`config.mk`:
```
export PLATFORM = sky130hd
export DESIGN_NAME = trx_div_stage
export DESIGN_NICKNAME = d
export VERILOG_FILES = /design/src/trx_pkg.sv /design/src/trx_div_stage.sv
export SDC_FILE = /design/constraint.sdc
export NUM_CORES = 1
export LEC_CHECK = 0
export ABC_AREA = 1
export BUFFER_PORTS_ARGS = -buffer_cell sky130_fd_sc_hd__clkbuf_2
export CAP_MARGIN = 5
export CORE_ASPECT_RATIO = 0.7
export CORE_MARGIN = 4
export CORE_UTILIZATION = 45
export CTS_CLUSTER_SIZE = 40
export DETAILED_ROUTE_END_ITERATION = 8
export PLACE_DENSITY = 0.85
export SYNTH_ARGS = -nofsm -noshare
export SYNTH_HDL_FRONTEND = slang
export SYNTH_SLANG_ARGS = --single-unit
```
`constraint.sdc`:
```
create_clock -name clk -period 0.8 [get_ports clk]
set_input_delay 0.08 -clock clk [delete_from_list [all_inputs] [get_ports clk]]
set_output_delay 0.08 -clock clk [all_outputs]
set_load 0.05 [all_outputs]
```
`src/trx_pkg.sv`:
```
// Package for the table XOR random generator: payload types and the four
// constant 256-word lookup tables. Depends on nothing.
package trx_pkg;

	localparam int unsigned WordW = 32;
	localparam int unsigned ByteW = 8;
	localparam int unsigned Lanes = 4;
	localparam int unsigned TabDepth = 256;

	typedef logic [WordW-1:0] word_t;
	typedef logic [ByteW-1:0] byte_t;

	// Payload of one division stage: partial remainder, dividend bits not yet
	// consumed (MSB first), divisor and the zero-divisor flag.
	typedef struct packed {
		word_t rem;
		word_t num;
		word_t modulus;
		logic  bad;
	} div_t;

	localparam word_t TAB0 [TabDepth] = '{
		32'd251291136, 32'd3952231631, 32'd3370958628, 32'd4070167936, 32'd123631495,
		32'd3351110283, 32'd3218676425, 32'd2011642291, 32'd774603218, 32'd2402805061,
		32'd1004366930, 32'd1843948209, 32'd428891132, 32'd3746331984, 32'd1591258008,
		32'd3067016507, 32'd1433388735, 32'd504005498, 32'd2032657933, 32'd3419319784,
		32'd2805686246, 32'd3102436986, 32'd3808671154, 32'd2501582075, 32'd3978944421,
		32'd246043949, 32'd4016898363, 32'd649743608, 32'd1974987508, 32'd2651273766,
		32'd2357956801, 32'd689605112, 32'd715807172, 32'd2722736134, 32'd191939188,
		32'd3535520147, 32'd3277019569, 32'd1470435941, 32'd3763101702, 32'd3232409631,
		32'd122701163, 32'd3920852693, 32'd782246947, 32'd372121310, 32'd2995604341,
		32'd2045698575, 32'd2332962102, 32'd4005368743, 32'd218596347, 32'd3415381967,
		32'd4207612806, 32'd861117671, 32'd3676575285, 32'd2581671944, 32'd3312220480,
		32'd681232419, 32'd307306866, 32'd4112503940, 32'd1158111502, 32'd709227802,
		32'd2724140433, 32'd4201101115, 32'd4215970289, 32'd4048876515, 32'd3031661061,
		32'd1909085522, 32'd510985033, 32'd1361682810, 32'd129243379, 32'd3142379587,
		32'd2569842483, 32'd3033268270, 32'd1658118006, 32'd932109358, 32'd1982290045,
		32'd2983082771, 32'd3007670818, 32'd3448104768, 32'd683749698, 32'd778296777,
		32'd1399125101, 32'd1939403708, 32'd1692176003, 32'd3868299200, 32'd1422476658,
		32'd593093658, 32'd1878973865, 32'd2526292949, 32'd1591602827, 32'd3986158854,
		32'd3964389521, 32'd2695031039, 32'd1942050155, 32'd424618399, 32'd1347204291,
		32'd2669179716, 32'd2434425874, 32'd2540801947, 32'd1384069776, 32'd4123580443,
		32'd1523670218, 32'd2708475297, 32'd1046771089, 32'd2229796016, 32'd1255426612,
		32'd4213663089, 32'd1521339547, 32'd3041843489, 32'd420130494, 32'd10677091,
		32'd515623176, 32'd3457502702, 32'd2115821274, 32'd2720124766, 32'd3242576090,
		32'd854310108, 32'd425973987, 32'd325832382, 32'd1796851292, 32'd2462744411,
		32'd1976681690, 32'd1408671665, 32'd1228817808, 32'd3917210003, 32'd263976645,
		32'd2593736473, 32'd2471651269, 32'd4291353919, 32'd650792940, 32'd1191583883,
		32'd3046561335, 32'd2466530435, 32'd2545983082, 32'd969168436, 32'd2019348792,
		32'd2268075521, 32'd1169345068, 32'd3250240009, 32'd3963499681, 32'd2560755113,
		32'd911182396, 32'd760842409, 32'd3569308693, 32'd2687243553, 32'd381854665,
		32'd2613828404, 32'd2761078866, 32'd1456668111, 32'd883760091, 32'd3294951678,
		32'd1604598575, 32'd1985308198, 32'd1014570543, 32'd2724959607, 32'd3062518035,
		32'd3115293053, 32'd138853680, 32'd4160398285, 32'd3322241130, 32'd2068983570,
		32'd2247491078, 32'd3669524410, 32'd1575146607, 32'd828029864, 32'd3732001371,
		32'd3422026452, 32'd3370954177, 32'd4006626915, 32'd543812220, 32'd1243116171,
		32'd3928372514, 32'd2791443445, 32'd4081325272, 32'd2280435605, 32'd885616073,
		32'd616452097, 32'd3188863436, 32'd2780382310, 32'd2340014831, 32'd1208439576,
		32'd258356309, 32'd3837963200, 32'd2075009450, 32'd3214181212, 32'd3303882142,
		32'd880813252, 32'd1355575717, 32'd207231484, 32'd2420803184, 32'd358923368,
		32'd1617557768, 32'd3272161958, 32'd1771154147, 32'd2842106362, 32'd1751209208,
		32'd1421030790, 32'd658316681, 32'd194065839, 32'd3241510581, 32'd38625260,
		32'd301875395, 32'd4176141739, 32'd297312930, 32'd2137802113, 32'd1502984205,
		32'd3669376622, 32'd3728477036, 32'd234652930, 32'd2213589897, 32'd2734638932,
		32'd1129721478, 32'd3187422815, 32'd2859178611, 32'd3284308411, 32'd3819792700,
		32'd3557526733, 32'd451874476, 32'd1740576081, 32'd3592838701, 32'd1709429513,
		32'd3702918379, 32'd3533351328, 32'd1641660745, 32'd179350258, 32'd2380520112,
		32'd3936163904, 32'd3685256204, 32'd3156252216, 32'd1854258901, 32'd2861641019,
		32'd3176611298, 32'd834787554, 32'd331353807, 32'd517858103, 32'd3010168884,
		32'd4012642001, 32'd2217188075, 32'd3756943137, 32'd3077882590, 32'd2054995199,
		32'd3081443129, 32'd3895398812, 32'd1141097543, 32'd2376261053, 32'd2626898255,
		32'd2554703076, 32'd401233789, 32'd1460049922, 32'd678083952, 32'd1064990737,
		32'd940909784, 32'd1673396780, 32'd528881783, 32'd1712547446, 32'd3629685652,
		32'd1358307511
	};

	localparam word_t TAB1 [TabDepth] = '{
		32'd807385413, 32'd2043073223, 32'd3336749796, 32'd1302105833, 32'd2278607931,
		32'd541015020, 32'd1684564270, 32'd372709334, 32'd3508252125, 32'd1768346005,
		32'd1270451292, 32'd2603029534, 32'd2049387273, 32'd3891424859, 32'd2152948345,
		32'd4114760273, 32'd915180310, 32'd3754787998, 32'd700503826, 32'd2131559305,
		32'd1308908630, 32'd224437350, 32'd4065424007, 32'd3638665944, 32'd1679385496,
		32'd3431345226, 32'd1779595665, 32'd3068494238, 32'd1424062773, 32'd1033448464,
		32'd4050396853, 32'd3302235057, 32'd420600373, 32'd2868446243, 32'd311689386,
		32'd259047959, 32'd4057180909, 32'd1575367248, 32'd4151214153, 32'd110249784,
		32'd3006865921, 32'd4293710613, 32'd3501256572, 32'd998007483, 32'd499288295,
		32'd1205710710, 32'd2997199489, 32'd640417429, 32'd3044194711, 32'd486690751,
		32'd2686640734, 32'd2394526209, 32'd2521660077, 32'd49993987, 32'd3843885867,
		32'd4201106668, 32'd415906198, 32'd19296841, 32'd2402488407, 32'd2137119134,
		32'd1744097284, 32'd579965637, 32'd2037662632, 32'd852173610, 32'd2681403713,
		32'd1047144830, 32'd2982173936, 32'd910285038, 32'd4187576520, 32'd2589870048,
		32'd989448887, 32'd3292758024, 32'd506322719, 32'd176010738, 32'd1865471968,
		32'd2619324712, 32'd564829442, 32'd1996870325, 32'd339697593, 32'd4071072948,
		32'd3618966336, 32'd2111320126, 32'd1093955153, 32'd957978696, 32'd892010560,
		32'd1854601078, 32'd1873407527, 32'd2498544695, 32'd2694156259, 32'd1927339682,
		32'd1650555729, 32'd183933047, 32'd3061444337, 32'd2067387204, 32'd228962564,
		32'd3904109414, 32'd1595995433, 32'd1780701372, 32'd2463145963, 32'd307281463,
		32'd3237929991, 32'd3852995239, 32'd2398693510, 32'd3754138664, 32'd522074127,
		32'd146352474, 32'd4104915256, 32'd3029415884, 32'd3545667983, 32'd332038910,
		32'd976628269, 32'd3123492423, 32'd3041418372, 32'd2258059298, 32'd2139377204,
		32'd3243642973, 32'd3226247917, 32'd3674004636, 32'd2698992189, 32'd3453843574,
		32'd1963216666, 32'd3509855005, 32'd2358481858, 32'd747331248, 32'd1957348676,
		32'd1097574450, 32'd2435697214, 32'd3870972145, 32'd1888833893, 32'd2914085525,
		32'd4161315584, 32'd1273113343, 32'd3269644828, 32'd3681293816, 32'd412536684,
		32'd1156034077, 32'd3823026442, 32'd1066971017, 32'd3598330293, 32'd1979273937,
		32'd2079029895, 32'd1195045909, 32'd1071986421, 32'd2712821515, 32'd3377754595,
		32'd2184151095, 32'd750918864, 32'd2585729879, 32'd4249895712, 32'd1832579367,
		32'd1192240192, 32'd946734366, 32'd31230688, 32'd3174399083, 32'd3549375728,
		32'd1642430184, 32'd1904857554, 32'd861877404, 32'd3277825584, 32'd4267074718,
		32'd3122860549, 32'd666423581, 32'd644189126, 32'd226475395, 32'd307789415,
		32'd1196105631, 32'd3191691839, 32'd782852669, 32'd1608507813, 32'd1847685900,
		32'd4069766876, 32'd3931548641, 32'd2526471011, 32'd766865139, 32'd2115084288,
		32'd4259411376, 32'd3323683436, 32'd568512177, 32'd3736601419, 32'd1800276898,
		32'd4012458395, 32'd1823982, 32'd27980198, 32'd2023839966, 32'd869505096,
		32'd431161506, 32'd1024804023, 32'd1853869307, 32'd3393537983, 32'd1500703614,
		32'd3019471560, 32'd1351086955, 32'd3096933631, 32'd3034634988, 32'd2544598006,
		32'd1230942551, 32'd3362230798, 32'd159984793, 32'd491590373, 32'd3993872886,
		32'd3681855622, 32'd903593547, 32'd3535062472, 32'd1799803217, 32'd772984149,
		32'd895863112, 32'd1899036275, 32'd4187322100, 32'd101856048, 32'd234650315,
		32'd3183125617, 32'd3190039692, 32'd525584357, 32'd1286834489, 32'd455810374,
		32'd1869181575, 32'd922673938, 32'd3877430102, 32'd3422391938, 32'd1414347295,
		32'd1971054608, 32'd3061798054, 32'd830555096, 32'd2822905141, 32'd167033190,
		32'd1079139428, 32'd4210126723, 32'd3593797804, 32'd429192890, 32'd372093950,
		32'd1779187770, 32'd3312189287, 32'd204349348, 32'd452421568, 32'd2800540462,
		32'd3733109044, 32'd1235082423, 32'd1765319556, 32'd3174729780, 32'd3762994475,
		32'd3171962488, 32'd442160826, 32'd198349622, 32'd45942637, 32'd1324086311,
		32'd2901868599, 32'd678860040, 32'd3812229107, 32'd19936821, 32'd1119590141,
		32'd3640121682, 32'd3545931032, 32'd2102949142, 32'd2828208598, 32'd3603378023,
		32'd4135048896
	};

	localparam word_t TAB2 [TabDepth] = '{
		32'd1629829892, 32'd282540176, 32'd2794583710, 32'd496504798, 32'd2990494426,
		32'd3070701851, 32'd2575963183, 32'd4094823972, 32'd2775723650, 32'd4079480416,
		32'd176028725, 32'd2246241423, 32'd3732217647, 32'd2196843075, 32'd1306949278,
		32'd4170992780, 32'd4039345809, 32'd3209664269, 32'd3387499533, 32'd293063229,
		32'd3660290503, 32'd2648440860, 32'd2531406539, 32'd3537879412, 32'd773374739,
		32'd4184691853, 32'd1804207821, 32'd3347126643, 32'd3479377103, 32'd3970515774,
		32'd1891731298, 32'd2368003842, 32'd3537588307, 32'd2969158410, 32'd4230745262,
		32'd831906319, 32'd2935838131, 32'd264029468, 32'd120852739, 32'd3200326460,
		32'd355445271, 32'd2296305141, 32'd1566296040, 32'd1760127056, 32'd20073893,
		32'd3427103620, 32'd2866979760, 32'd2359075957, 32'd2025314291, 32'd1725696734,
		32'd3346087406, 32'd2690756527, 32'd99815156, 32'd4248519977, 32'd2253762642,
		32'd3274144518, 32'd598024568, 32'd3299672435, 32'd556579346, 32'd4121041856,
		32'd2896948975, 32'd3620123492, 32'd918453629, 32'd3249461198, 32'd2231414958,
		32'd3803272287, 32'd3657597946, 32'd2588911389, 32'd242262274, 32'd1725007475,
		32'd2026427718, 32'd46776484, 32'd2873281403, 32'd2919275846, 32'd3177933051,
		32'd1918859160, 32'd2517854537, 32'd1857818511, 32'd3234262050, 32'd479353687,
		32'd200201308, 32'd2801945841, 32'd1621715769, 32'd483977159, 32'd423502325,
		32'd3689396064, 32'd1850168397, 32'd3359959416, 32'd3459831930, 32'd841488699,
		32'd3570506095, 32'd930267420, 32'd1564520841, 32'd2505122797, 32'd593824107,
		32'd1116572080, 32'd819179184, 32'd3139123629, 32'd1414339336, 32'd1076360795,
		32'd512403845, 32'd177759256, 32'd1701060666, 32'd2239736419, 32'd515179302,
		32'd2935012727, 32'd3821357612, 32'd1376520851, 32'd2700745271, 32'd966853647,
		32'd1041862223, 32'd715860553, 32'd171592961, 32'd1607044257, 32'd1227236688,
		32'd3647136358, 32'd1417559141, 32'd4087067551, 32'd2241705880, 32'd4194136288,
		32'd1439041934, 32'd20464430, 32'd119668151, 32'd2021257232, 32'd2551262694,
		32'd1381539058, 32'd4082839035, 32'd498179069, 32'd311508499, 32'd3580908637,
		32'd2889149671, 32'd142719814, 32'd1232184754, 32'd3356662582, 32'd2973775623,
		32'd1469897084, 32'd1728205304, 32'd1415793613, 32'd50111003, 32'd3133413359,
		32'd4074115275, 32'd2710540611, 32'd2700083070, 32'd2457757663, 32'd2612845330,
		32'd3775943755, 32'd2469309260, 32'd2560142753, 32'd3020996369, 32'd1691667711,
		32'd4219602776, 32'd1687672168, 32'd1017921622, 32'd2307642321, 32'd368711460,
		32'd3282925988, 32'd213208029, 32'd4150757489, 32'd3443211944, 32'd2846101972,
		32'd4106826684, 32'd4272438675, 32'd2199416468, 32'd3710621281, 32'd497564971,
		32'd285138276, 32'd765042313, 32'd916220877, 32'd3402623607, 32'd2768784621,
		32'd1722849097, 32'd3386397442, 32'd487920061, 32'd3569027007, 32'd3424544196,
		32'd217781973, 32'd2356938519, 32'd3252429414, 32'd145109750, 32'd2692588106,
		32'd2454747135, 32'd1299493354, 32'd4120241887, 32'd2088917094, 32'd932304329,
		32'd1442609203, 32'd952586974, 32'd3509186750, 32'd753369054, 32'd854421006,
		32'd1954046388, 32'd2708927882, 32'd4047539230, 32'd3048925996, 32'd1667505809,
		32'd805166441, 32'd1182069088, 32'd4265546268, 32'd4215029527, 32'd3374748959,
		32'd373532666, 32'd2454243090, 32'd2371530493, 32'd3651087521, 32'd2619878153,
		32'd1651809518, 32'd1553646893, 32'd1227452842, 32'd703887512, 32'd3696674163,
		32'd2552507603, 32'd2635912901, 32'd895130484, 32'd3287782244, 32'd3098973502,
		32'd990078774, 32'd3780326506, 32'd2290845203, 32'd41729428, 32'd1949580860,
		32'd2283959805, 32'd1036946170, 32'd1694887523, 32'd4880696, 32'd466000198,
		32'd2765355283, 32'd3318686998, 32'd1266458025, 32'd3919578154, 32'd3545413527,
		32'd2627009988, 32'd3744680394, 32'd1696890173, 32'd3250684705, 32'd4142417708,
		32'd915739411, 32'd3308488877, 32'd1289361460, 32'd2942552331, 32'd1169105979,
		32'd3342228712, 32'd698560958, 32'd1356041230, 32'd2401944293, 32'd107705232,
		32'd3701895363, 32'd903928723, 32'd3646581385, 32'd844950914, 32'd1944371367,
		32'd3863894844, 32'd2946773319, 32'd1972431613, 32'd1706989237, 32'd29917467,
		32'd3497665928
	};

	localparam word_t TAB3 [TabDepth] = '{
		32'd1191369816, 32'd744902811, 32'd2539772235, 32'd3213192037, 32'd3286061266,
		32'd1200571165, 32'd2463281260, 32'd754888894, 32'd714651270, 32'd1968220972,
		32'd3628497775, 32'd1277626456, 32'd1493398934, 32'd364289757, 32'd2055487592,
		32'd3913468088, 32'd2930259465, 32'd902504567, 32'd3967050355, 32'd2056499403,
		32'd692132390, 32'd186386657, 32'd832834706, 32'd859795816, 32'd1283120926,
		32'd2253183716, 32'd3003475205, 32'd1755803552, 32'd2239315142, 32'd4271056352,
		32'd2184848469, 32'd769228092, 32'd1249230754, 32'd1193269205, 32'd2660094102,
		32'd642979613, 32'd1687087994, 32'd2726106182, 32'd446402913, 32'd4122186606,
		32'd3771347282, 32'd37667136, 32'd192775425, 32'd3578702187, 32'd1952659096,
		32'd3989584400, 32'd3069013882, 32'd2900516158, 32'd4045316336, 32'd3057163251,
		32'd1702104819, 32'd4116613420, 32'd3575472384, 32'd2674023117, 32'd1409126723,
		32'd3215095429, 32'd1430726429, 32'd2544497368, 32'd1029565676, 32'd1855801827,
		32'd4262184627, 32'd1854326881, 32'd2906728593, 32'd3277836557, 32'd2787697002,
		32'd2787333385, 32'd3105430738, 32'd2477073192, 32'd748038573, 32'd1088396515,
		32'd1611204853, 32'd201964005, 32'd3745818380, 32'd3654683549, 32'd3816120877,
		32'd3915783622, 32'd2563198722, 32'd1181149055, 32'd33158084, 32'd3723047845,
		32'd3790270906, 32'd3832415204, 32'd2959617497, 32'd372900708, 32'd1286738499,
		32'd1932439099, 32'd3677748309, 32'd2454711182, 32'd2757856469, 32'd2134027055,
		32'd2780052465, 32'd3190347618, 32'd3758510138, 32'd3626329451, 32'd1120743107,
		32'd1623585693, 32'd1389834102, 32'd2719230375, 32'd3038609003, 32'd462617590,
		32'd260254189, 32'd3706349764, 32'd2556762744, 32'd2874272296, 32'd2502399286,
		32'd4216263978, 32'd2683431180, 32'd2168560535, 32'd3561507175, 32'd668095726,
		32'd680412330, 32'd3726693946, 32'd4180630637, 32'd3335170953, 32'd942140968,
		32'd2711851085, 32'd2059233412, 32'd4265696278, 32'd3204373534, 32'd232855056,
		32'd881788313, 32'd2258252172, 32'd2043595984, 32'd3758795150, 32'd3615341325,
		32'd2138837681, 32'd1351208537, 32'd2923692473, 32'd3402482785, 32'd2105383425,
		32'd2346772751, 32'd499245323, 32'd3417846006, 32'd2366116814, 32'd2543090583,
		32'd1828551634, 32'd3148696244, 32'd3853884867, 32'd1364737681, 32'd2200687771,
		32'd2689775688, 32'd232720625, 32'd4071657318, 32'd2671968983, 32'd3531415031,
		32'd1212852141, 32'd867923311, 32'd3740109711, 32'd1923146533, 32'd3237071777,
		32'd3100729255, 32'd3247856816, 32'd906742566, 32'd4047640575, 32'd4007211572,
		32'd3495700105, 32'd1171285262, 32'd2835682655, 32'd1634301229, 32'd3115169925,
		32'd2289874706, 32'd2252450179, 32'd944880097, 32'd371933491, 32'd1649074501,
		32'd2208617414, 32'd2524305981, 32'd2496569844, 32'd2667037160, 32'd1257550794,
		32'd3399219045, 32'd3194894295, 32'd1643249887, 32'd342911473, 32'd891025733,
		32'd3146861835, 32'd3789181526, 32'd938847812, 32'd1854580183, 32'd2112653794,
		32'd2960702988, 32'd1238603378, 32'd2205280635, 32'd1666784014, 32'd2520274614,
		32'd3355493726, 32'd2310872278, 32'd3153920489, 32'd2745882591, 32'd1200203158,
		32'd3033612415, 32'd2311650167, 32'd1048129133, 32'd4206710184, 32'd4209176741,
		32'd2640950279, 32'd2096382177, 32'd4116899089, 32'd3631017851, 32'd4104488173,
		32'd1857650503, 32'd3801102932, 32'd445806934, 32'd3055654640, 32'd897898279,
		32'd3234007399, 32'd1325494930, 32'd2982247189, 32'd1619020475, 32'd2720040856,
		32'd885096170, 32'd3485255499, 32'd2983202469, 32'd3891011124, 32'd546522756,
		32'd1524439205, 32'd2644317889, 32'd2170076800, 32'd2969618716, 32'd961183518,
		32'd1081831074, 32'd1037015347, 32'd3289016286, 32'd2331748669, 32'd620887395,
		32'd303042654, 32'd3990027945, 32'd1562756376, 32'd3413341792, 32'd2059647769,
		32'd2823844432, 32'd674595301, 32'd2457639984, 32'd4076754716, 32'd2447737904,
		32'd1583323324, 32'd625627134, 32'd3076006391, 32'd345777990, 32'd1684954145,
		32'd879227329, 32'd3436182180, 32'd1522273219, 32'd3802543817, 32'd1456017040,
		32'd1897819847, 32'd2970081129, 32'd1382576028, 32'd3820044861, 32'd1044428167,
		32'd612252599, 32'd3340478395, 32'd2150613904, 32'd3397625662, 32'd3573635640,
		32'd3432275192
	};

endpackage

```
`src/trx_div_stage.sv`:
```
// One restoring-division step: shift in the next dividend bit and subtract
// the divisor when it fits. Depends on trx_pkg.
module trx_div_stage import trx_pkg::*; (
	input  logic clk,
	input  logic arst_n,
	input  logic en,
	input  logic in_valid,
	input  div_t in_data,
	output logic out_valid,
	output div_t out_data
);

	logic [WordW:0] shifted;
	logic [WordW:0] diff;
	div_t           nxt;

	// Shift the top dividend bit into the remainder, subtract if it fits
	always_comb begin
		shifted     = {in_data.rem, in_data.num[WordW-1]};
		diff        = shifted - {1'b0, in_data.modulus};
		nxt         = in_data;
		nxt.num     = {in_data.num[WordW-2:0], 1'b0};
		nxt.rem     = diff[WordW] ? shifted[WordW-1:0] : diff[WordW-1:0];
	end

	always_ff @(posedge clk or negedge arst_n) begin
		if (!arst_n) begin
			out_valid <= 1'b0;
		end else if (en) begin
			out_valid <= in_valid;
		end
	end

	always_ff @(posedge clk) begin
		if (en) begin
			out_data <= nxt;
		end
	end

endmodule

```
==> impl_metrics.toml <==
[drt]
postRouteWirelength_mm = 26.2
wl_per_cell_microns = 19.0
drtPass1Iterations = 5
via_count = 7149
vias_per_cell = 5.18
drt_iter0_drc = 706
postRouteAntennaNets = 0
drc = 0

[final_layout]
drive_above_1_share_pct = 44.1
areaGrowthSynthToFinish_pct = 83.4
nNetsFinal = 1325
fin_area_sq_mm = 0.0112
final_cell_mix = "nand2_1 (242), inv_1 (148), buf_4 (133), clkbuf_2 (98), edfxtp_1 (96)"
fillCellCount = 673
antenna_cells = 0
final_common_cell = "nand2_1"

[setup_path]
endpoint_kind = "register"
required_ns = 0.90
worst_setup_path_start_kind = "input pin"
path_max_fanout = 7
reg2reg_slack_ns = 0.01
path_class = "in2reg"
cp_data_arrival_time_ns = 1.89

[yosys]
synth_top_area_share_pct = 47.2
synth_fp_nets = 914
yosysTopAreaCell = "edfxtp_1"
ys_warn_count = 0
synth_seq_cells = 97
yosys.cell_types.count = 28
seq_area_frac_synth_pct = 47.6
avgSynthCellArea_sq_um = 7.83
synth_cells = 780
synth.cell_area_sq_mm = 0.00611
yosys-top-cells-area = "edfxtp_1 (47%), nand2_1 (20%), inv_1 (9.5%)"

[floorplan]
die_area_sq_mm = 0.0155
num_io_pins = 199
dieWidth_microns = 147
fp.coreArea_sq_mm = 0.0132
die_y_microns = 105
initial_core_util_pct = 46.2
core.rowCount = 35

[global_route]
grt_pass1_wl_mm = 34.3
antenna_found_initial = 0
grt_pass1_vias = 6684
grt_max_degree = 40
overflow = 0
grt_usage_pct = 28.1

[cts]
htree_levels = 3
clockRootBuffer = "clkbuf_16"
cts_buffers = 9
clock_sinks = 97
clk_pin_slew_worst_paths_ns = 0.07
cts_tree = "yes"
clock_latency_ns = 0.35
cts_buffer_depth = 2

[sta]
hold_violations = 0
rsz0062_at_grt = "true"
finClkSkew_ns = 0
clock.fmax_mhz = 560
setup_violations = 129
slew_violations = 0
fin_crit_ns = 1.79
setup_slack_ns = -0.986
fin_crit_sh_pct = 223

[power]
power.density_mw_per_mm2 = 1780
peakVddDrop_v = 0.00123
cellLeakagePower_nw = 5.73
power.total_mw = 19.9

[placed_design]
io_buffers = 197
place.gp.congestion = 0.910
placed_area_sq_mm = 0.00838
hpwl_mm = 15.0

[worst_hold_path]
min_path_type = "in2reg"

[status]
violations = "setup timing"
outcome = "finished with violations"

[job]
maxCapViolCount = 0
## registers in the layout, indices dropped and copies added (netlist names)
name,count
out_data,96
out_valid,1
## final timing paths
check / from / end / depth (start not counted)
setup / recovery: in_data[12] / out_data[80] / 16
hold / removal: in_data[12] / out_data[12] / 2
setup reg to reg: out_valid / out_valid / 1
hold reg to reg: out_valid / out_valid / 1
max in group asynchronous: arst_n / out_valid / 2
min in group asynchronous: arst_n / out_valid / 2
## cell usage after synthesis
| master | n |
|---|---|
| nand2_1 | 328 |
| inv_1 | 155 |
| edfxtp_1 | 96 |
| nor2_1 | 38 |
| ha_1 | 32 |
| nand3_1 | 31 |
| a21oi_1 | 24 |
| xor2_1 | 14 |
| nand2_2 | 13 |
| nand4_1 | 8 |
| o21bai_1 | 7 |
| buf_6 | 6 |
| nor3_1 | 6 |
| and2_1 | 4 |
| a21oi_2 | 2 |
| inv_2 | 2 |
| nand2_4 | 2 |
| nand3b_1 | 2 |
| and3_1 | 1 |
| buf_4 | 1 |
| conb_1 | 1 |
| dfrtp_1 | 1 |
| fa_1 | 1 |
| mux2_2 | 1 |
| nor2_2 | 1 |
| or2_1 | 1 |
| or2_2 | 1 |
| xnor2_1 | 1 |
## critical path, stage by stage
cell and delay (ns):
clkbuf_2 0.09, inv_1 0.06, ha_4 0.25, nand2_1 0.06
nand2_1 0.10, inv_1 0.14, nand2_2 0.09, a21oi_2 0.18
nand2_2 0.10, nand2_4 0.12, nand2_4 0.08, nand2_4 0.10
nand2_8 0.10, clkbuf_16 0.20, nand2_2 0.06, nand2_1 0.06
## area by class of cell
type | instances | area, sq um | share of cell area (%)
Clock buffer | 9 | 225 | 2.01
Sequential cell | 97 | 2910 | 26.0
Timing Repair Buffer | 407 | 3850 | 34.4
Clock inverter | 6 | 67.6 | 0.603
Inverter | 157 | 602 | 5.37
Tap cell | 185 | 231 | 2.07
Multi-Input combinational cell | 519 | 3320 | 29.6
## repair_timing
action,in CTS,in global routing
gates resized for setup,226,190
setup buffers,0,6
pin swaps,1,33
endpoints found under the setup margin,129,129
hold buffers,63,0
hold endpoints to repair,63,0
cloned,0,8
## layer usage
metal / vias to the layer above / track usage (%) / wire length (microns)
met1: 3330 / 35.2 / 9810
met5: - / 0 / 0
met2: 476 / 48.9 / 12700
met3: 95 / 7.39 / 2900
li1: 3248 / - / -
met4: 0 / 6.18 / 824
## metrics by stage
stage / worst slack (ns) / hold WS, ns / setup TNS (ns) / util, % / instances
after CTS: -0.810 / 0.0115 / -45.10 / 78.3 / 1366
after floorplan: -0.994 / -0.216 / -31.68 / - / 780
after detailed placement: -1.30 / -0.143 / -42.23 / 63.3 / 1288
after global routing: -1.03 / 0.0177 / -54.60 / 84.7 / 1380
after global placement: -1.26 / -0.143 / -39.54 / 63.3 / 1288
final: -0.986 / 0.0145 / -51.03 / 84.7 / 1380
## cells by family (layout without fill, tap and decap cells)
group | after synthesis | count (layout) | share of synthesized area (%)
fa+ha+maj | 33 | 33 | 6.88
compound gates | 33 | 33 | 3.11
other cells | 1 | 1 | 0.0614
buf+inv | 164 | 579 | 10.9
mux | 1 | 1 | 0.184
xor+xnor | 15 | 15 | 2.15
flops | 97 | 97 | 47.6
simple gates | 436 | 436 | 29.1
## power breakdown
group          internal, mW  total [mW]  leakage (nW)  switching, mW
clock network          2.43        4.56         0.138           2.13
registers              6.24        6.55         0.948          0.309
logic                  3.72        8.82          4.64           5.10
total                  12.4        19.9          5.73           7.53
(Power assumes the default switching activity.)
